File: config.mk
export PLATFORM = sky130hd
export DESIGN_NAME = fpa_front
export DESIGN_NICKNAME = d
export VERILOG_FILES = /design/src/design/fpa_pkg.sv /design/src/design/fpa_front.sv
export SDC_FILE = /design/constraint.sdc
export NUM_CORES = 2
export LEC_CHECK = 0
export ABC_AREA = 1
export BUFFER_PORTS_ARGS = -buffer_cell sky130_fd_sc_hd__buf_2
export CAP_MARGIN = 5
export CELL_PAD_IN_SITES_DETAIL_PLACEMENT = 2
export CELL_PAD_IN_SITES_GLOBAL_PLACEMENT = 2
export CORE_MARGIN = 3
export CORE_UTILIZATION = 39
export CTS_CLUSTER_SIZE = 20
export DETAILED_ROUTE_END_ITERATION = 6
export PLACE_DENSITY_LB_ADDON = 0.12
export SLEW_MARGIN = 20
export SYNTH_ARGS = -nofsm -noshare
export SYNTH_HDL_FRONTEND = slang
export SYNTH_SLANG_ARGS = --single-unit
export TNS_END_PERCENT = 100
File: constraint.sdc
create_clock -name clk -period 0.97 [get_ports clk]
set_input_delay 0.1455 -clock clk [delete_from_list [all_inputs] [get_ports clk]]
set_output_delay 0.1455 -clock clk [all_outputs]
set_load 0.01 [all_outputs]
File: src/design/fpa_pkg.sv
// ----------------------------------------------------------------------------
// fpa_pkg
// Shared types and opcodes for the fixed-point ALU.
// ----------------------------------------------------------------------------
package fpa_pkg;

	// opcodes
	typedef enum logic [3:0] {
		CMD_INT2FIX = 4'd0,
		CMD_TRUNC   = 4'd1,
		CMD_ROUND   = 4'd2,
		CMD_ADD     = 4'd3,
		CMD_SUB     = 4'd4,
		CMD_ADDINT  = 4'd5,
		CMD_SUBINT  = 4'd6,
		CMD_MUL     = 4'd7,
		CMD_MULINT  = 4'd8,
		CMD_DIV     = 4'd9,
		CMD_DIVINT  = 4'd10
	} cmd_t;

	// request transaction
	typedef struct packed {
		logic [3:0]         cmd;
		logic signed [31:0] operand_a;
		logic signed [31:0] operand_b;
	} req_t;

	// response transaction
	typedef struct packed {
		logic signed [31:0] value_out;
		logic               divide_by_zero;
	} rsp_t;

	// per-stage control that travels with the data
	typedef struct packed {
		logic valid;
		logic mul_op;
		logic mulint_op;
		logic div_op;
		logic dz;
		logic neg;
	} ctl_t;

endpackage

File: src/design/fpa_front.sv
// ----------------------------------------------------------------------------
// fpa_front
// Second stage: simple ops, signed product and divider setup, registered.
// ----------------------------------------------------------------------------
module fpa_front #(
	parameter int W = 32,
	parameter int F = 14,
	parameter int Q = 46
) (
	input  logic                 clk,
	input  logic                 arst_n,
	input  logic                 en,
	input  logic                 valid_s1,
	input  logic [3:0]           cmd_s1,
	input  logic [W-1:0]         a_s1,
	input  logic [W-1:0]         b_s1,
	output fpa_pkg::ctl_t        ctl_s2,
	output logic [2*W-1:0]       prod_s2,
	output logic [W-1:0]         val_s2,
	output logic [Q-1:0]         num_s2,
	output logic [W-1:0]         den_s2
);

	logic signed [63:0]    a64;
	logic signed [63:0]    b64;
	logic signed [63:0]    one;
	logic signed [63:0]    half;
	logic signed [63:0]    v;
	logic signed [W-1:0]   sa;
	logic signed [W-1:0]   sb;
	logic signed [2*W-1:0] prod;
	logic [W-1:0]          a_mag;
	logic [W-1:0]          b_mag;
	fpa_pkg::ctl_t         ctl;

	assign sa   = signed'(a_s1);
	assign sb   = signed'(b_s1);
	assign a64  = 64'(sa);
	assign b64  = 64'(sb);
	assign one  = 64'sd1 <<< F;
	assign half = one >>> 1;
	assign prod = sa * sb;

	// simple operations in wide signed arithmetic
	always_comb begin
		case (cmd_s1)
			fpa_pkg::CMD_INT2FIX: v = b64 <<< F;
			fpa_pkg::CMD_TRUNC:   v = ((a64 < 0) ? (a64 + one - 64'sd1) : a64) >>> F;
			fpa_pkg::CMD_ROUND: begin
				if (a64 >= 0) v = (a64 + half) >>> F;
				else          v = -(((-a64) + half) >>> F);
			end
			fpa_pkg::CMD_ADD:     v = a64 + b64;
			fpa_pkg::CMD_SUB:     v = a64 - b64;
			fpa_pkg::CMD_ADDINT:  v = a64 + (b64 <<< F);
			fpa_pkg::CMD_SUBINT:  v = a64 - (b64 <<< F);
			default:              v = 64'sd0;
		endcase
	end

	// divider setup on magnitudes
	assign a_mag = a_s1[W-1] ? (~a_s1 + 1'b1) : a_s1;
	assign b_mag = b_s1[W-1] ? (~b_s1 + 1'b1) : b_s1;

	always_comb begin
		ctl.valid     = valid_s1;
		ctl.mul_op    = (cmd_s1 == fpa_pkg::CMD_MUL);
		ctl.mulint_op = (cmd_s1 == fpa_pkg::CMD_MULINT);
		ctl.div_op    = (cmd_s1 == fpa_pkg::CMD_DIV) || (cmd_s1 == fpa_pkg::CMD_DIVINT);
		ctl.dz        = ctl.div_op && (b_s1 == '0);
		ctl.neg       = a_s1[W-1] ^ b_s1[W-1];
	end

	// control register
	always_ff @(posedge clk or negedge arst_n) begin
		if (!arst_n) begin
			ctl_s2 <= '0;
		end else if (en) begin
			ctl_s2 <= ctl;
		end
	end

	// payload register
	always_ff @(posedge clk) begin
		if (en) begin
			prod_s2 <= prod;
			val_s2  <= v[W-1:0];
			num_s2  <= (cmd_s1 == fpa_pkg::CMD_DIV) ? (Q'(a_mag) << F) : Q'(a_mag);
			den_s2  <= b_mag;
		end
	end

endmodule

==> results of run 1 <==
-- cell usage after synthesis, types with 30 or more instances --
master	number
fa_1	1084
xor2_1	107
edfxtp_1	174
o21ai_0	218
buf_1	112
nor2_1	344
a21oi_1	171
nor3_1	30
nand2_1	1628
xnor2_1	41
a31oi_1	36
ha_1	242
clkbuf_1	150
inv_1	1757
nand4_1	48
nand3_1	146
-- cells by family after synthesis --
group | Yosys count
buffers and inverters | 2068
adder cells (fa/ha/maj) | 1326
XOR/XNOR | 148
AO/OA/AOI/OAI | 526
AND/OR/NAND/NOR | 2300
flip-flops | 180
-- per-stage QoR --
step	cell area (um^2)	setup TNS (ns)	hold WS, ns
floorplan	54000	-384.86	-0.150
global placement	65400	-574.21	-0.0235
detailed placement	65400	-615.74	-0.0215
==> metrics.md, run 1 <==
| Metric | Value |
|---|---|
| Status | did not finish |
| Stage reached | 4_1_cts |
| Error msg | [ERROR DPL-0033] detailed placement checks failed during check placement. |
| Port bufs | 251 |
| Starting Density | about two fifths |
| Mean Syn Cell Area | 7.87 um^2 |
| Synth Area in Simple Gates | 18.1% |
| Main synth FF type | edfxtp_1 |
| Pre-CTS WS | -6.87 ns |
| Cells after Synth | about 6,500 |
| Largest cells by area after synthesis | fa_1 42%, inv_1 13%, nand2_1 12% |
| Hold-fix buffers at CTS | 6 |
| Asr flop ratio synth | 3.33% |
| Seq cells post-synth | 180 |
| Post-synthesis mux area share | 0% |
| Cts bufs inserted | 17 |
| FP Rows | 132 |
| Yosys synthesis warning count | 0 |
| Synth area leader | fa_1 |
| Die height | between 300 and 400 um |
| Ports | around 250 |
| Net Count, Synth | 7,946 |
| DP HPWL | 259 mm |
| Post-Synth XOR/XNOR Area | 2.51% |
| Clk sinks | 180 |
| Mapped Area | just over 50,000 um^2 |
| Post-CTS Setup Inserts | 175 |
| Complex-gate fraction of the synthesized area | 5.66% |
| Cells resized by post-CTS repair | 1,152 |
| Post-synthesis sequential area ratio | approximately a tenth |
| DP Cell Count | 9,440 |
| Chip width | 370 um |
| Post-synth EDFFs | 174 |
| Top-area cell type share of the netlist area | 42.1% |
| Max clock buf depth | 2 |
| Library cells used by synthesis | between 50 and 60 |
| Post-synthesis adder-cell area fraction | 48.0% |
| Placer Congestion | 0.921 |
| Largest family of logic cells by synthesized area | adder cells |
| H-tree levels | 4 |
| CTS root buf | clkbuf_16 |
==> run 2, diff against run 1 <==
Settings changed: CELL_PAD_IN_SITES_DETAIL_PLACEMENT 2 to default, CELL_PAD_IN_SITES_GLOBAL_PLACEMENT 2 to default, CORE_UTILIZATION 39 to 40, CTS_CLUSTER_SIZE 20 to default, PLACE_DENSITY_LB_ADDON 0.12 to 0.15.
==> run 2 against run 1 <==
  * The flow now finishes, with violations (negative setup slack)
  * Area after synthesis is the same
  * Synthesized cell count is the same
==> metrics.md, run 2 <==
| Metric | Value |
|---|---|
| Status | complete, but fails checks |
| Failing checks | negative setup slack |
| Drt drc | 0 |
| CTS root buf | clkbuf_16 |
| Mapped Area | 51,600 um^2 (unchanged) |
| Antenna Violating Nets Remaining | 0 |
| Area Growth Syn to Fin | 38.1% |
| Final Cycle Share | 675% |
| Most frequent cells in the layout | 1,639 x inv_1, 1,495 x nand2_1, 1,108 x buf_4 |
| Worst EP required | roughly 1.2 ns |
| Largest net degree at the start of global routing | 52 |
| Synth area leader | fa_1 |
| Skew final | 0 ns |
| Initial detailed-routing violation count | 3,638 |
| Placer Congestion | 0.960 (+4.3%) |
| Fmax achieved | 0.153 GHz |
| DR pass1 iterations | 6 |
| Starting Density | 40.3% (+0.76 points) |
| Final hold vios | 0 |
| Post-synth EDFFs | 174 (unchanged) |
| Asr flop ratio synth | 3.33% (unchanged) |
| Final-report setup violation count | 352 |
| Largest reg by FF count | prod_s2 |
| Routed WL per cell | between 20 and 25 um |
| Number of global-route vias before repair | roughly 50,000 |
| Largest cells by area after synthesis | fa_1 42%, inv_1 13%, nand2_1 12% |
| FP Rows | 131 (-0.76%) |
| Total global-route track usage | around a third |
| Mean Syn Cell Area | 7.87 um^2 (unchanged) |
| Main synth FF type | edfxtp_1 |
| Vias | 47,600 |
| Final core occ | 55.7% |
| Core box area | 128,000 um^2 |
| Drt total wl | 207 mm |
| RSZ-0062 raised after global routing | true |
| Max-slew violation count | 0 |
| Crit path DAT | 6.81 ns |
| Worst slew pin tran | 0.634 ns |
| Worst-Skew Late Latency | 0.55 ns |
| Full die area | 133,000 um^2 |
| Slowest CP cell | fa_2 |
| Seq cells post-synth | 180 (unchanged) |
| Min-delay worst type | input pin to flip-flop |
| Max clock buf depth | 2 (unchanged) |
| Cells after Synth | 6,548 (unchanged) |
| Top-area cell type share of the netlist area | 42.1% (unchanged) |
| Port bufs | 251 (unchanged) |
| Clk sinks | 180 (unchanged) |
| Most common cell after layout, fill and taps aside | inv_1 |
| Top-count cell post-synth | inv_1 |
| Share of layout cells above drive strength 1 | 30.9% |
| Grt total ovfl | 0 |
| Largest regs | prod_s2 (64), num_s2 (46) |
| Number of max-cap violations | 0 |
| Cts bufs inserted | 17 (unchanged) |
| Vias/cell | between 4 and 5 |
| Library cells used by synthesis | 57 (unchanged) |
| Yosys synthesis warning count | 0 (unchanged) |
| Post-synthesis sequential area ratio | 10.4% (unchanged) |
| Worst slew margin | 57.7% |
| Worst-path clk slew | 0.09 ns |
| Max reg flops | 64 |
| Final WS setup | -5.58 ns |
| Nets@finish | 9,272 |
| H-tree levels | 4 (unchanged) |
| Endpoint class of the critical path | flip-flop |
| CTS tree | done |
| Critical Path Max Stage Delay | 0.65 ns |
| Die height | 365 um (-1.2%) |
| Commonest cells post-synth | 1,757 x inv_1, 1,628 x nand2_1, 1,084 x fa_1 |
| Crit path max fanout | 7 |
| Area after DPL | 65,300 um^2 (-0.23%) |
| Chip width | 365 um (-1.2%) |
| Design area | 71,200 um^2 |
| Final min period | around 6.5 ns |
| Worst Setup Path Type | input pin to flip-flop |
| Initial antenna violation count | 4 |
| First-pass GRT wire length | 313 mm |
| DP HPWL | 169 mm (-35%) |
| Net Count, Synth | 7,946 (unchanged) |
| Critical Path Start Type | input pin |
| Ports | 252 (unchanged) |
-- run 2: cell counts after synthesis --
No cell type changed its count.
-- run 2: worst paths after layout --
| path | startpoint | end | slack, ns | cells past startpoint |
|---|---|---|---|---|
| worst max-delay path | a_s1[31] | prod_s2[56] | -5.58 | 27 |
| worst min-delay path | en | ctl_s2[4] | 0.04 | 4 |
| worst max register to register | ctl_s2[3] | ctl_s2[3] | 0.25 | 1 |
| worst min register to register | ctl_s2[5] | ctl_s2[5] | 0.48 | 2 |
| max in group asynchronous | arst_n | ctl_s2[1] | 0.20 | 3 |
| min in group asynchronous | arst_n | ctl_s2[3] | 0.55 | 3 |
-- run 2: timing repair --
item | CTS | global route
pin swaps | 341 | 150
hold endpoints to repair | 8 | 0
resized for setup | 695 | 265
endpoints found under the setup margin | 352 | 353
gates cloned | 18 | 1
hold buffers | 4 | 0
buffers inserted | 116 | 34
-- run 2: routing by layer --
layer  wire, um  share of wire [%]  track usage, %
met2      99000                 48            53.4
met5          0                  0               0
met1      84700                 41            41.4
met4      11100                5.4            14.9
met3      12000                5.8            4.00
-- run 2: area by class of cell --
| class | count | area (um^2) |
|---|---|---|
| Fill cell | 12000 | 56600 |
| Multi-Input combinational cell | 4300 | 42100 |
| Timing Repair Buffer | 1602 | 14300 |
| Inverter | 1773 | 6730 |
| Sequential cell | 180 | 5380 |
| Tap cell | 1662 | 2080 |
| Clock buffer | 17 | 425 |
| Clock inverter | 15 | 166 |
| Antenna cell | 2 | 5.00 |
-- run 2: cell families after synthesis --
logic type	synth area share [%]
adder cells (fa/ha/maj)	48.0
buffers and inverters	15.3
flip-flops	10.4
AND/OR/NAND/NOR	18.1
XOR/XNOR	2.51
AO/OA/AOI/OAI	5.66
-- run 2: stage by stage --
stage / instances / TNS, ns / hold slack (ns) / setup WS (ns)
3_3_place_gp: 9352 / -563.91 / -0.0242 / -6.72
2_1_floorplan: 6548 / -384.86 / -0.150 / -6.20
4_1_cts: 9518 / -470.77 / 0.00824 / -5.48
5_1_grt: 9551 / -493.22 / 0.0503 / -5.76
6_report: 9551 / -465.72 / 0.0355 / -5.58
3_5_place_dp: 9352 / -565.31 / -0.0228 / -6.73
-- run 2: worst max-delay path: cells and delay by family --
| kind | cells | cell delay [ns] |
|---|---|---|
| xor gates and xnor gates | 1 | 0.17 |
| buffers and inverters | 9 | 0.79 |
| AOI/OAI and AO/OA | 1 | 0.28 |
| and+or+nand+nor | 7 | 0.83 |
| adders and majority gates | 9 | 4.53 |
Power of run 2 is left out: the tool's default activity adds up to more than one toggle a clock period on the data nets, which glitch-free logic cannot reach.
