**config.mk**
```make
export PLATFORM = sky130hd
export DESIGN_NAME = fpa_div_step
export DESIGN_NICKNAME = d
export VERILOG_FILES = /design/src/design/fpa_pkg.sv /design/src/design/fpa_div_step.sv
export SDC_FILE = /design/constraint.sdc
export NUM_CORES = 1
export LEC_CHECK = 0
export BUFFER_PORTS_ARGS = -buffer_cell sky130_fd_sc_hd__buf_2
export CORE_UTILIZATION = 45
export DETAILED_ROUTE_END_ITERATION = 8
export PLACE_DENSITY = 0.76
export SYNTH_ARGS = -nofsm -noshare
export SYNTH_HDL_FRONTEND = slang
export SYNTH_SLANG_ARGS = --single-unit
export TNS_END_PERCENT = 1
```
**constraint.sdc**
```tcl
create_clock -name clk -period 1.1 [get_ports clk]
set_input_delay 0.165 -clock clk [delete_from_list [all_inputs] [get_ports clk]]
set_output_delay 0.165 -clock clk [all_outputs]
set_load 0.1 [all_outputs]
```
**src/design/fpa_pkg.sv**
```systemverilog
// ----------------------------------------------------------------------------
// fpa_pkg
// Shared types and opcodes for the fixed-point ALU.
// ----------------------------------------------------------------------------
package fpa_pkg;

	// opcodes
	typedef enum logic [3:0] {
		CMD_INT2FIX = 4'd0,
		CMD_TRUNC   = 4'd1,
		CMD_ROUND   = 4'd2,
		CMD_ADD     = 4'd3,
		CMD_SUB     = 4'd4,
		CMD_ADDINT  = 4'd5,
		CMD_SUBINT  = 4'd6,
		CMD_MUL     = 4'd7,
		CMD_MULINT  = 4'd8,
		CMD_DIV     = 4'd9,
		CMD_DIVINT  = 4'd10
	} cmd_t;

	// request transaction
	typedef struct packed {
		logic [3:0]         cmd;
		logic signed [31:0] operand_a;
		logic signed [31:0] operand_b;
	} req_t;

	// response transaction
	typedef struct packed {
		logic signed [31:0] value_out;
		logic               divide_by_zero;
	} rsp_t;

	// per-stage control that travels with the data
	typedef struct packed {
		logic valid;
		logic mul_op;
		logic mulint_op;
		logic div_op;
		logic dz;
		logic neg;
	} ctl_t;

endpackage

```
**src/design/fpa_div_step.sv**
```systemverilog
// ----------------------------------------------------------------------------
// fpa_div_step
// One registered restoring-division step; other results ride along.
// ----------------------------------------------------------------------------
module fpa_div_step #(
	parameter int W = 32,
	parameter int Q = 46
) (
	input  logic          clk,
	input  logic          arst_n,
	input  logic          en,
	input  fpa_pkg::ctl_t ctl_i,
	input  logic [W-1:0]  rem_i,
	input  logic [Q-1:0]  num_i,
	input  logic [W-1:0]  den_i,
	input  logic [W-1:0]  val_i,
	output fpa_pkg::ctl_t ctl_o,
	output logic [W-1:0]  rem_o,
	output logic [Q-1:0]  num_o,
	output logic [W-1:0]  den_o,
	output logic [W-1:0]  val_o
);

	logic [W:0]   shifted;
	logic [W+1:0] diff;
	logic         ge;

	// trial subtract of the divisor
	assign shifted = {rem_i, num_i[Q-1]};
	assign diff    = {1'b0, shifted} - {2'b00, den_i};
	assign ge      = !diff[W+1];

	always_ff @(posedge clk or negedge arst_n) begin
		if (!arst_n) begin
			ctl_o <= '0;
		end else if (en) begin
			ctl_o <= ctl_i;
		end
	end

	always_ff @(posedge clk) begin
		if (en) begin
			rem_o <= ge ? diff[W-1:0] : shifted[W-1:0];
			num_o <= {num_i[Q-2:0], ge};
			den_o <= den_i;
			val_o <= val_i;
		end
	end

endmodule

```
; ---- After elaboration in Yosys (flattened, before gate mapping)
; Index checks and enable logic that the tools add are counted.
[classes]
addsub = 1
multipliers = 0
div_mod_pow = 0
n_lt_le_gt_ge = 0
n_eq_ne = 0
shift = 0
n_mux = 1
n_bitwise = 0
reduce_logical = 1
[ops]
columns = cell, n
row1 = $sub A33 B32 Y34, 1
row2 = $mux W32, 1
row3 = $logic_not A1 Y1, 1
[totals]
register_bits = 148
latch_bits = 0
ramBits = 0
mem_bits_ro = 0
input_bits = 151
out_inout_bits = 148
wordCells = 13
memories = 0

; ---- Longest topological paths before layout
; Gate-level depths: netlist of the first run.
[depth]
word_depth = 2
mapped_depth = 12
depth_no_buf = 12

; ---- Worst setup path after synthesis of the first run
; Ideal clock, no wire load.
[synth_path]
kind = input-to-reg
start = in num_i[45]
end = reg rem_o[28] (data pin)
t_arrival_ns = 2.565
required_ns = 0.840
slack_ns = -1.725
path_stages = 12
path_buffers = 0
path_cell_list = inv_1 -> ha_1 -> inv_1 -> fa_1 -> a211oi_1 -> o211a_1 -> o31ai_1 -> o41a_1 -> a41oi_1 -> o21ai_0 -> a21boi_0 -> mux2_4
[synth_between]
elab_chain_len = 2
[synth_rtl]
columns = element, line_no
row1 = from (decl), fpa_div_step.sv:14  ; input logic [Q-1:0] num_i,
row2 = $sub A33 B32 Y34, fpa_div_step.sv:30  ; assign diff = {1'b0, shifted} - {2'b00, den_i};
row3 = $mux W32, fpa_div_step.sv:43  ; rem_o <= ge ? diff[W-1:0] : shifted[W-1:0];
row4 = to (signal assigned), fpa_div_step.sv:43
row5 = to (decl), fpa_div_step.sv:18  ; output logic [W-1:0] rem_o,
; No other way between the ends.
; A chain may end at the register's enable or synchronous reset.

; ---- Worst setup path after layout of the first run
[layout_path]
start = in num_i[45]
end = reg rem_o[22] (data pin)
; Same word-level chain as after synthesis.

==> results of run 1 <==
synth_stat cells, types with 6 or more instances:
cell type / number / area (um2)
sky130_fd_sc_hd__o21a_1: 6 / 45.0
sky130_fd_sc_hd__xor2_1: 7 / 61.3
sky130_fd_sc_hd__nor2_1: 16 / 60.1
sky130_fd_sc_hd__dfrtp_1: 6 / 150
sky130_fd_sc_hd__ha_1: 32 / 400
sky130_fd_sc_hd__xnor2_1: 17 / 149
sky130_fd_sc_hd__a21oi_1: 32 / 160
sky130_fd_sc_hd__mux2_4: 25 / 375
sky130_fd_sc_hd__nand2_1: 23 / 86.3
sky130_fd_sc_hd__inv_1: 41 / 154
sky130_fd_sc_hd__edfxtp_1: 142 / 4260
sky130_fd_sc_hd__o21ai_0: 17 / 85.1
sky130_fd_sc_hd__mux2_2: 8 / 90.1
sky130_fd_sc_hd__and3_1: 6 / 37.5
sky130_fd_sc_hd__a21o_1: 7 / 52.6
sky130_fd_sc_hd__nor3_1: 6 / 30.0
sky130_fd_sc_hd__mux2i_1: 6 / 60.1
sky130_fd_sc_hd__buf_6: 6 / 67.6
sky130_fd_sc_hd__nand4_1: 6 / 37.5
stage by stage:
stage / power [mW] / hold slack (ns) / TNS, ns
after floorplan: 12.6 / -0.131 / -50.02
after global placement: 16.1 / -0.0147 / -53.64
after detailed placement: 16.3 / 0.00136 / -56.29
after CTS: 22.6 / 0.0145 / -53.67
after global routing: 24.3 / 0.0107 / -69.51
final: 24.2 / 0.0100 / -67.53
worst max-delay path, delay by kind of cell:
kind	cells	cell delay, ns
buffers and inverters	3	0.20
muxes	1	0.28
adders and majority gates	2	0.50
AOI/OAI and AO/OA	6	1.75
xor gates and xnor gates	1	0.15
metal layers:
metal  vias to the layer above  global-route usage [%]  share of wire [%]
li1                       2884                       -                  -
met5                         -                       0              0.042
met3                       416                    14.2                 14
met1                      3747                    55.1                 30
met2                      1025                    79.5                 44
met4                         2                    33.5                 12
worst paths after layout:
check                      startpoint         to  slack [ns]  depth (start not counted)
max                         num_i[45]  rem_o[22]       -1.77                         13
min                         den_i[16]  den_o[16]        0.01                          2
max reg2reg                  ctl_o[0]   ctl_o[0]        0.22                          1
min reg2reg                  ctl_o[3]   ctl_o[3]        0.59                          1
max in group asynchronous      arst_n   ctl_o[5]        0.84                          2
min in group asynchronous      arst_n   ctl_o[0]        0.09                          2
cell families after synthesis:
kind of cell / count (synthesis)
DFF: 148
AOI/OAI and AO/OA: 102
and+or+nand+nor: 80
buffers and inverters: 50
muxes: 39
adders and majority gates: 33
xor gates and xnor gates: 24
state kept, by name, indices dropped and copies added (netlist names):
name and count:
val_o 32, num_o 46, den_o 32, rem_o 32, ctl_o 6
area by class of cell:
cell class	instances	area (um2)
multi-input cells	278	2580
well taps	184	230
clock buffers	22	464
flip-flops and latches	148	4410
clock inverters	10	123
repair buffers	523	5830
fillers	394	927
inverters	41	176
diodes	4	10.0
cell usage in the layout (no fill, tap or decap), drive strengths merged, types with 7 or more instances in the layout:
cell type    synthesis  routed
buf                  8     409
edfxtp             142     142
dlygate4sd3          0     114
inv                 41      44
mux2                33      33
a21oi               33      33
ha                  32      32
nand2               23      23
clkbuf               1      22
o21ai               18      18
xnor2               17      17
nor2                16      16
xor2                 7       7
a21o                 7       7
power by group:
part | internal [mW] | switching, mW | leakage [nW]
clock | 3.50 | 2.94 | 0.278
sequential | 6.87 | 0.620 | 1.46
combinational | 3.83 | 6.40 | 4.29
total | 14.2 | 9.95 | 6.03
repair_timing:
action                     CTS  global route
setup buffers                1             3
hold buffers               114             0
setup endpoints to repair  181           181
hold endpoints to repair   120             0
pin swaps                   11            11
resized for setup           27            53
==> load_flow_metrics.sql, run 1 <==
INSERT INTO impl_metrics (metric_group, metric, value, unit) VALUES
('placed_design', 'placed_cells', '1056', ''),
('cts', 'insertion_delay', '0.46', 'ns'),
('placed_design', 'place.port_buffers', '298', ''),
('logic_synthesis', 'syn-cell-area', '6890', 'um2'),
('min_path', 'class_of_the_tightest_hold_or_removal_check', 'input port to flop', ''),
('sta', 'worst_clock_skew', '0', 'ns'),
('cts', 'cts.reportedPaths.clkPinSlew', '0.07', 'ns'),
('critical_path', 'timing.critical_path.mode_cell', 'sky130_fd_sc_hd__a21oi_2', ''),
('logic_synthesis', 'async_flop_share', '4.05', '%'),
('run', 'drv_cap', '0', ''),
('pwr', 'power.ir.vdd_worst', '1170', 'uV'),
('cts', 'clockRootBuffer', 'sky130_fd_sc_hd__clkbuf_16', ''),
('die', 'floorplan.die.height', '126', 'um'),
('critical_path', 'worstSetupStartpointType', 'input port', ''),
('routing', 'detail_route.drc_violations', '0', ''),
('finish', 'num-nets-final', '1193', ''),
('die', 'die_area', '15800', 'um2'),
('logic_synthesis', 'synth-seq-cells', '148', ''),
('logic_synthesis', 'synth_top_flop_cell', 'sky130_fd_sc_hd__edfxtp_1', ''),
('outcome', 'outcome', 'finished, violations left', ''),
('sta', 'slew-limit-headroom', '60.0', '%'),
('critical_path', 'critical_path.slowest_cell', 'sky130_fd_sc_hd__a21oi_2', ''),
('logic_synthesis', 'synthesis.area_per_instance', '14.5', 'um2'),
('routing', 'first_pass_iters', '6', ''),
('sta', 'fin_crit_sh', '261', '%'),
('cts', 'tritoncts', 'built', ''),
('finish', 'fin_area', '13800', 'um2'),
('logic_synthesis', 'ys_warn_count', '0', ''),
('sta', 'maxClockFrequency', '348', 'MHz'),
('logic_synthesis', 'synth_compound_gate_area_share', '9.95', '%'),
('logic_synthesis', 'synth_cells', '476', ''),
('die', 'floorplan.initialDensity', '46.7', '%'),
('finish', 'finish.utilization', '93.7', '%'),
('global_routing', 'grt_start_max_net_pins', '58', ''),
('cts', 'cts-buffers-inserted', '17', ''),
('critical_path', 'cp_slowest_stage_delay', '0.38', 'ns'),
('logic_synthesis', 'yosys.area_share.simple', '5.79', '%'),
('logic_synthesis', 'mux_cell_area_share_after_synthesis', '7.62', '%'),
('finish', 'instances_no_fill', '1210', ''),
('global_routing', 'grt_antenna_before_repair', '6', ''),
('critical_path', 'required_time_of_the_worst_setup_path', '1.29', 'ns'),
('sta', 'setup_violations', '181', ''),
('sta', 'final-hold-violation-count', '0', ''),
('sta', 'grt_setup_unrepaired', 'true', ''),
('outcome', 'violations', 'setup timing', ''),
('pwr', 'p_leak', '6.03', 'nW'),
('logic_synthesis', 'synth_top_family_by_area', 'compound AO/OA/AOI/OAI gates', ''),
('logic_synthesis', 'synth_enable_flop_cells', '142', ''),
('critical_path', 'crit_path_end_kind', 'flop', ''),
('placed_design', 'gp_congestion', '0.976', ''),
('cts', 'cts_num_sinks', '148', ''),
('routing', 'antenna_violating_nets_remaining', '0', ''),
('sta', 'final_critical_path_setup_slack', '-1.77', 'ns'),
('logic_synthesis', 'synth_xor_area_share', '3.05', '%'),
('sta', 'drv_slew', '0', ''),
('logic_synthesis', 'post_synthesis_adder_cell_area_fraction', '6.10', '%'),
('logic_synthesis', 'yosysUniqueCellTypes', '55', ''),
('global_routing', 'first_global_vias', '7832', ''),
('critical_path', 'path_cells', 'buf_8 > inv_6 > ha_4 > inv_4 > fa_2 > a211oi_2 > o211a_1 > o31ai_4 > a21oi_2 > o211ai_1 > a21oi_2 > xnor2_1 > mux2_4', ''),
('cts', 'clock_path_buffers', '2', ''),
('routing', 'vias', '8074', ''),
('routing', 'detailedRoute.firstIterationViolations', '1234', ''),
('logic_synthesis', 'seq_area_frac_synth', '64.0', '%'),
('cts', 'cts.htree.levels', '4', ''),
('pwr', 'powerDensity', '1750', 'nW/um2'),
('die', 'core.rowCount', '44', ''),
('routing', 'post_drt_via_cell_ratio', '6.67', ''),
('placed_design', 'dp_worst_slack', '-1.94', 'ns'),
('logic_synthesis', 'synth.net_count', '660', ''),
('critical_path', 'class_of_the_most_critical_setup_path', 'input port to flop', ''),
('finish', 'final_layout_size_suffix_gt1_share', '52.1', '%');
No activity file was read; power rests on OpenSTA's default activity.
==> inputs of run 2 (changes only) <==
==> constraint.sdc (replaced) <==
create_clock -name clk -period 3.7 [get_ports clk]
set_input_delay 0.555 -clock clk [delete_from_list [all_inputs] [get_ports clk]]
set_output_delay 0.555 -clock clk [all_outputs]
set_load 0.1 [all_outputs]
==> load_flow_metrics.sql, run 2 (same netlist as run 1, synthesis figures left out) <==
INSERT INTO impl_metrics (metric_group, metric, value, unit) VALUES
('routing', 'detail_route.drc_violations', '0', ''),
('finish', 'synthToLayoutAreaGrowth', '33.9', '%'),
('run', 'drv_cap', '0', ''),
('sta', 'setup_violations', '0', ''),
('cts', 'cts_setup_buffers', '0', ''),
('finish', 'largest-register', 'num_o', ''),
('sta', 'final-hold-violation-count', '0', ''),
('sta', 'worst_margin_pin_slew', '0.612', 'ns'),
('critical_path', 'ff2ff_path_depth', '1', ''),
('critical_path', 'worst_r2r_endpoint', 'ctl_o[0]', ''),
('pwr', 'netSwitchingPower', '2.35', 'mW'),
('finish', 'final_layout_size_suffix_gt1_share', '47.2', '%'),
('die', 'core.rowCount', '44', ''),
('sta', 'drv_slew', '0', ''),
('cts', 'cts_num_sinks', '148', ''),
('finish', 'instances_no_fill', '996', ''),
('routing', 'antenna_violating_nets_remaining', '0', ''),
('pwr', 'seqPwrFrac', '36.4', '%'),
('critical_path', 'rrSetupSlack', '2.92', 'ns'),
('critical_path', 'worstReg2RegStart', 'ctl_o[0]', ''),
('pwr', 'fraction_of_power_consumed_by_combinational_cells', '34.9', '%'),
('die', 'floorplan.initialDensity', '46.7', '%'),
('die', 'die_w', '126', 'um'),
('sta', 'fin_crit_sh', '89.7', '%'),
('sta', 'final.setup.tns', '0', 'ns'),
('cts', 'cts.reportedPaths.clkPinSlew', '0.07', 'ns'),
('pwr', 'power.switching_fraction', '41.3', '%'),
('routing', 'postRouteWirelength', '17.3', 'mm'),
('finish', 'filler_cell_count', '1131', ''),
('cts', 'cts-buffers-inserted', '17', ''),
('finish', 'sequential_cell_area', '4410', 'um2'),
('die', 'floorplan.die.height', '126', 'um'),
('sta', 'maxClockFrequency', '301', 'MHz'),
('placed_design', 'place.port_buffers', '298', ''),
('min_path', 'worst_hold_path.num_cells', '1', ''),
('finish', 'layout.cells.most_common', 'sky130_fd_sc_hd__buf_2', ''),
('min_path', 'holdPathEnd', 'val_o[2]', ''),
('sta', 'final_critical_path_setup_slack', '0.382', 'ns'),
('placed_design', 'placed_cells', '961', ''),
('placed_design', 'dp_worst_slack', '0.0365', 'ns'),
('routing', 'vias', '5207', ''),
('global_routing', 'globalRouteTotalUtil', '21.5', '%'),
('cts', 'insertion_delay', '0.41', 'ns'),
('sta', 'whs', '0.303', 'ns'),
('sta', 'slew-limit-headroom', '59.2', '%'),
('finish', 'finish.utilization', '62.6', '%'),
('die', 'ios', '299', ''),
('die', 'core_area', '14800', 'um2'),
('routing', 'post_drt_via_cell_ratio', '5.23', ''),
('critical_path', 'crit_arrival', '3.49', 'ns'),
('routing', 'first_pass_iters', '4', ''),
('die', 'die_area', '15800', 'um2'),
('cts', 'tritoncts', 'built', ''),
('placed_design', 'dpl.hpwl', '13.4', 'mm'),
('critical_path', 'crit_path_end_kind', 'flop', ''),
('routing', 'detailedRoute.firstIterationViolations', '317', ''),
('global_routing', 'grt_antenna_before_repair', '2', ''),
('pwr', 'pwr-share-clk', '28.7', '%'),
('critical_path', 'worstSetupStartpoint', 'num_i[45]', ''),
('cts', 'cts.htree.levels', '4', ''),
('outcome', 'outcome', 'completed', ''),
('critical_path', 'class_of_the_most_critical_setup_path', 'input port to flop', ''),
('critical_path', 'crit_path_max_fanout', '3', ''),
('pwr', 'powerDensity', '617', 'nW/um2'),
('sta', 'grt_setup_unrepaired', 'false', ''),
('sta', 'post-route-min-period', '3.32', 'ns'),
('placed_design', 'gp_congestion', '0.907', ''),
('pwr', 'cell_internal_pwr', '3.34', 'mW'),
('critical_path', 'worstSetupStartpointType', 'input port', ''),
('critical_path', 'required_time_of_the_worst_setup_path', '3.87', 'ns'),
('global_routing', 'first_pass_grt_wire_length', '26.1', 'mm'),
('routing', 'wl_per_cell', '17.4', 'um'),
('pwr', 'p_leak', '4.19', 'nW'),
('pwr', 'power.ir.vdd_worst', '370', 'uV'),
('finish', 'multiInputGateArea', '2240', 'um2'),
('global_routing', 'grt_start_max_net_pins', '67', ''),
('sta', 'worst_clock_skew', '0', 'ns'),
('min_path', 'class_of_the_tightest_hold_or_removal_check', 'input port to flop', ''),
('min_path', 'timing.hold.worst.start', 'val_i[2]', ''),
('cts', 'clock_path_buffers', '2', ''),
('finish', 'num-nets-final', '981', ''),
('cts', 'clockRootBuffer', 'sky130_fd_sc_hd__clkbuf_16', ''),
('finish', 'largest_register_ffs', '46', ''),
('global_routing', 'first_global_vias', '5084', ''),
('finish', 'layout_common_cells', '297 x sky130_fd_sc_hd__buf_2, 142 x sky130_fd_sc_hd__edfxtp_1, 41 x sky130_fd_sc_hd__inv_1, 32 x sky130_fd_sc_hd__a21oi_1, 32 x sky130_fd_sc_hd__ha_1', ''),
('global_routing', 'grt_overflow', '0', '');
## run 2: changes by cell type in the layout (fill, tap and decap cells not counted), moves of 10 or more
cell | before | now
sky130_fd_sc_hd__buf_2 | 139 | 297
sky130_fd_sc_hd__buf_12 | 153 | 2
sky130_fd_sc_hd__dlygate4sd3_1 | 114 | 1
sky130_fd_sc_hd__buf_4 | 106 | 10
sky130_fd_sc_hd__ha_1 | 21 | 32
sky130_fd_sc_hd__ha_4 | 11 | 0
sky130_fd_sc_hd__inv_1 | 31 | 41
## run 2: layout make-up
class / instances / area share [%]
Clock inverter: 15 / 1.48
Multi-Input combinational cell: 278 / 24.3
Antenna cell: 2 / 0.0542
Clock buffer: 17 / 4.61
Inverter: 41 / 1.67
Sequential cell: 148 / 47.8
Timing Repair Buffer: 311 / 17.6
Tap cell: 184 / 2.49
## run 2: worst max-delay path, cell delays in order
cell and delay (ns):
sky130_fd_sc_hd__buf_2 0.10, sky130_fd_sc_hd__inv_1 0.07, sky130_fd_sc_hd__ha_1 0.20, sky130_fd_sc_hd__inv_1 0.07
sky130_fd_sc_hd__fa_1 0.42, sky130_fd_sc_hd__a211oi_1 0.38, sky130_fd_sc_hd__o211a_1 0.24, sky130_fd_sc_hd__o31ai_1 0.09
sky130_fd_sc_hd__o41a_1 0.43, sky130_fd_sc_hd__a41oi_1 0.38, sky130_fd_sc_hd__o21ai_0 0.13, sky130_fd_sc_hd__a21boi_0 0.14
sky130_fd_sc_hd__mux2_4 0.26
## run 2: stage by stage
step	power, mW	cell area [um2]
6_report	5.70	9230
3_3_place_gp	4.07	8650
5_1_grt	5.87	9230
2_1_floorplan	3.72	6890
4_1_cts	5.73	9220
3_5_place_dp	4.10	8650
## run 2: worst max-delay path by stage
stage	to	slack, ns	cells past startpoint
2_1_floorplan	rem_o[28]	0.48	12
6_report	rem_o[28]	0.38	13
4_1_cts	rem_o[28]	0.46	13
5_1_grt	rem_o[28]	0.29	13
3_5_place_dp	rem_o[28]	0.04	13
3_3_place_gp	rem_o[28]	0.07	13
## run 2: layer usage
metal  global-route usage, %  part of all wire, %  up-vias
met2                    38.9                   52      232
met3                    6.29                  7.3       30
met1                    23.9                   38     2486
li1                        -                    -     2457
met4                    8.22                  1.9        2
met5                       0                0.075        -
## run 2: repair_timing
action / CTS / global route
gates resized for setup: 0 / 0
endpoints found under the hold margin: 6 / 0
hold buffers: 1 / 0
## run 2: power groups by stage
stage / clock [mW] / combinational (mW) / sequential (mW)
floorplan: 0 / 0.424 / 3.30
detailed placement: 0 / 1.99 / 2.11
global placement: 0 / 1.97 / 2.11
finish: 1.63 / 1.99 / 2.08
CTS: 1.67 / 1.99 / 2.08
global route: 1.73 / 2.06 / 2.09
==> inputs of run 3 (changes only) <==
--- a/config.mk
+++ b/config.mk
@@ -7,6 +7,7 @@
 export LEC_CHECK = 0
 export BUFFER_PORTS_ARGS = -buffer_cell sky130_fd_sc_hd__buf_2
 export CORE_UTILIZATION = 45
+export CTS_BUF_LIST = sky130_fd_sc_hd__clkbuf_2 sky130_fd_sc_hd__clkbuf_4 sky130_fd_sc_hd__clkbuf_8
 export DETAILED_ROUTE_END_ITERATION = 8
 export PLACE_DENSITY = 0.76
 export SYNTH_ARGS = -nofsm -noshare
==> load_flow_metrics.sql, run 3 (same netlist as run 1, synthesis figures left out) <==
INSERT INTO impl_metrics (metric_group, metric, value, unit) VALUES
('die', 'core.rowCount', '44', ''),
('global_routing', 'grt_start_max_net_pins', '67', ''),
('sta', 'worst_margin_pin_slew', '0.612', 'ns'),
('critical_path', 'path_cells', 'buf_2 > inv_1 > ha_1 > inv_1 > fa_1 > a211oi_1 > o211a_1 > o31ai_1 > o41a_1 > a41oi_1 > o21ai_0 > a21boi_0 > mux2_4', ''),
('critical_path', 'required_time_of_the_worst_setup_path', '3.90', 'ns'),
('critical_path', 'crit_path_end_kind', 'flop', ''),
('routing', 'post_drt_via_cell_ratio', '5.25', ''),
('routing', 'vias', '5224', ''),
('routing', 'detailedRoute.firstIterationViolations', '340', ''),
('critical_path', 'crit_path_max_fanout', '3', ''),
('routing', 'wl_per_cell', '17.4', 'um'),
('critical_path', 'cp_slowest_stage_delay', '0.42', 'ns'),
('critical_path', 'buffers_plus_inverters_on_the_worst_setup_path', '3', ''),
('critical_path', 'instance_count_on_the_critical_path', '13', ''),
('cts', 'postCtsResizedCells', '0', ''),
('run', 'drv_cap', '0', ''),
('cts', 'cts.htree.levels', '4', ''),
('sta', 'grt_setup_unrepaired', 'false', ''),
('critical_path', 'worstReg2RegStart', 'ctl_o[0]', ''),
('die', 'floorplan.initialDensity', '46.7', '%'),
('finish', 'finish.utilization', '61.2', '%'),
('finish', 'final_layout_size_suffix_gt1_share', '47.2', '%'),
('min_path', 'class_of_the_tightest_hold_or_removal_check', 'input port to flop', ''),
('placed_design', 'placed_cells', '961', ''),
('pwr', 'p_leak', '4.10', 'nW'),
('routing', 'antenna_violating_nets_remaining', '0', ''),
('pwr', 'finalPower', '5.24', 'mW'),
('placed_design', 'dpl.hpwl', '13.4', 'mm'),
('placed_design', 'post_dp_cell_area', '8650', 'um2'),
('critical_path', 'path_delay_family', 'compound AO/OA/AOI/OAI gates', ''),
('finish', 'largest-register', 'num_o', ''),
('sta', 'setup_violations', '0', ''),
('die', 'die_w', '126', 'um'),
('sta', 'slew-limit-headroom', '59.2', '%'),
('placed_design', 'place.port_buffers', '298', ''),
('placed_design', 'gp_congestion', '0.907', ''),
('cts', 'cts-buffers-inserted', '17', ''),
('critical_path', 'worstSetupStartpoint', 'num_i[45]', ''),
('sta', 'final.setup.tns', '0', 'ns'),
('die', 'core_area', '14800', 'um2'),
('finish', 'largest_register_ffs', '46', ''),
('finish', 'layout_common_cells', '297 x sky130_fd_sc_hd__buf_2, 142 x sky130_fd_sc_hd__edfxtp_1, 41 x sky130_fd_sc_hd__inv_1, 32 x sky130_fd_sc_hd__a21oi_1, 32 x sky130_fd_sc_hd__ha_1', ''),
('critical_path', 'worstSetupStartpointType', 'input port', ''),
('finish', 'synthToLayoutAreaGrowth', '31.1', '%'),
('routing', 'postRouteWirelength', '17.3', 'mm'),
('die', 'ios', '299', ''),
('global_routing', 'first_pass_grt_wire_length', '25.9', 'mm'),
('global_routing', 'grt_overflow', '0', ''),
('cts', 'clock_path_buffers', '2', ''),
('critical_path', 'critical_path.endpoint', 'rem_o[28]', ''),
('sta', 'drv_slew', '0', ''),
('routing', 'first_pass_iters', '4', ''),
('global_routing', 'grt_antenna_before_repair', '2', ''),
('cts', 'cts_num_sinks', '148', ''),
('global_routing', 'first_global_vias', '5066', ''),
('routing', 'detail_route.drc_violations', '0', ''),
('sta', 'fin_crit_sh', '88.4', '%'),
('finish', 'num-nets-final', '981', ''),
('cts', 'tritoncts', 'built', ''),
('finish', 'instances_no_fill', '995', ''),
('critical_path', 'class_of_the_most_critical_setup_path', 'input port to flop', ''),
('critical_path', 'worst_r2r_endpoint', 'ctl_o[0]', ''),
('critical_path', 'ff2ff_path_depth', '1', ''),
('die', 'floorplan.die.height', '126', 'um'),
('critical_path', 'rrSetupSlack', '2.92', 'ns'),
('sta', 'maxClockFrequency', '306', 'MHz'),
('outcome', 'outcome', 'completed', ''),
('sta', 'final-hold-violation-count', '0', ''),
('global_routing', 'globalRouteTotalUtil', '21.3', '%'),
('critical_path', 'crit_arrival', '3.48', 'ns'),
('finish', 'fin_area', '9030', 'um2'),
('pwr', 'powerDensity', '580', 'nW/um2'),
('cts', 'cts.reportedPaths.clkPinSlew', '0.09', 'ns'),
('sta', 'worst_clock_skew', '0', 'ns'),
('pwr', 'power.ir.vdd_worst', '245', 'uV'),
('cts', 'clockRootBuffer', 'sky130_fd_sc_hd__clkbuf_8', ''),
('critical_path', 'timing.critical_path.mode_cell', 'sky130_fd_sc_hd__inv_1', ''),
('sta', 'post-route-min-period', '3.27', 'ns'),
('finish', 'layout.cells.most_common', 'sky130_fd_sc_hd__buf_2', ''),
('cts', 'insertion_delay', '0.44', 'ns'),
('critical_path', 'critical_path.slowest_cell', 'sky130_fd_sc_hd__fa_1', ''),
('die', 'die_area', '15800', 'um2');
==> run 3: changes by cell type in the layout (fill, tap and decap cells not counted) <==
cell / delta
sky130_fd_sc_hd__diode_2: -1
sky130_fd_sc_hd__clkbuf_8: +17
sky130_fd_sc_hd__clkbuf_16: -17
==> run 3: per-stage QoR <==
step	hold slack, ns	setup WS (ns)
floorplan	0.259	0.485
global placement	0.376	0.0695
detailed placement	0.385	0.0365
CTS	0.244	0.506
global route	0.237	0.340
finish	0.270	0.428
==> run 3: final cells by class <==
cell class	instances	area (um2)
clock buffer	17	234
sequential	148	4410
timing repair buffer	311	1620
tap	184	230
fill	1156	5720
clock inverter	15	136
inverter	41	154
antenna	1	2.50
multi-input combinational	278	2240
==> run 3: how the worst min path moves through the flow <==
stage | start | endpoint | slack [ns] | cells after the start
2_1_floorplan | arst_n | ctl_o[0] | 0.26 | 0
3_3_place_gp | arst_n | ctl_o[4] | 0.38 | 1
3_5_place_dp | arst_n | ctl_o[2] | 0.38 | 1
4_1_cts | val_i[2] | val_o[2] | 0.24 | 1
5_1_grt | val_i[2] | val_o[2] | 0.24 | 1
6_report | val_i[2] | val_o[2] | 0.27 | 1
==> run 3: where the power goes <==
part           leakage, nW  total (mW)  internal, mW  switching [mW]
Sequential            1.46        2.07          2.03          0.0424
Clock                0.181        1.18         0.490           0.688
Combinational         2.46        1.99         0.424            1.56
==> run 3: routing by layer <==
| layer | share of wire, % | routed length [um] | track usage [%] |
|---|---|---|---|
| met2 | 52 | 9040 | 38.6 |
| met3 | 7.4 | 1280 | 5.95 |
| met1 | 38 | 6600 | 23.7 |
| met5 | 0.075 | 13 | 0 |
| met4 | 2.0 | 354 | 8.43 |
==> run 3: repair_timing <==
action | 4_1_cts | 5_1_grt
hold endpoints to repair | 6 | 0
hold buffers | 1 | 0
buffers inserted | 0 | 0
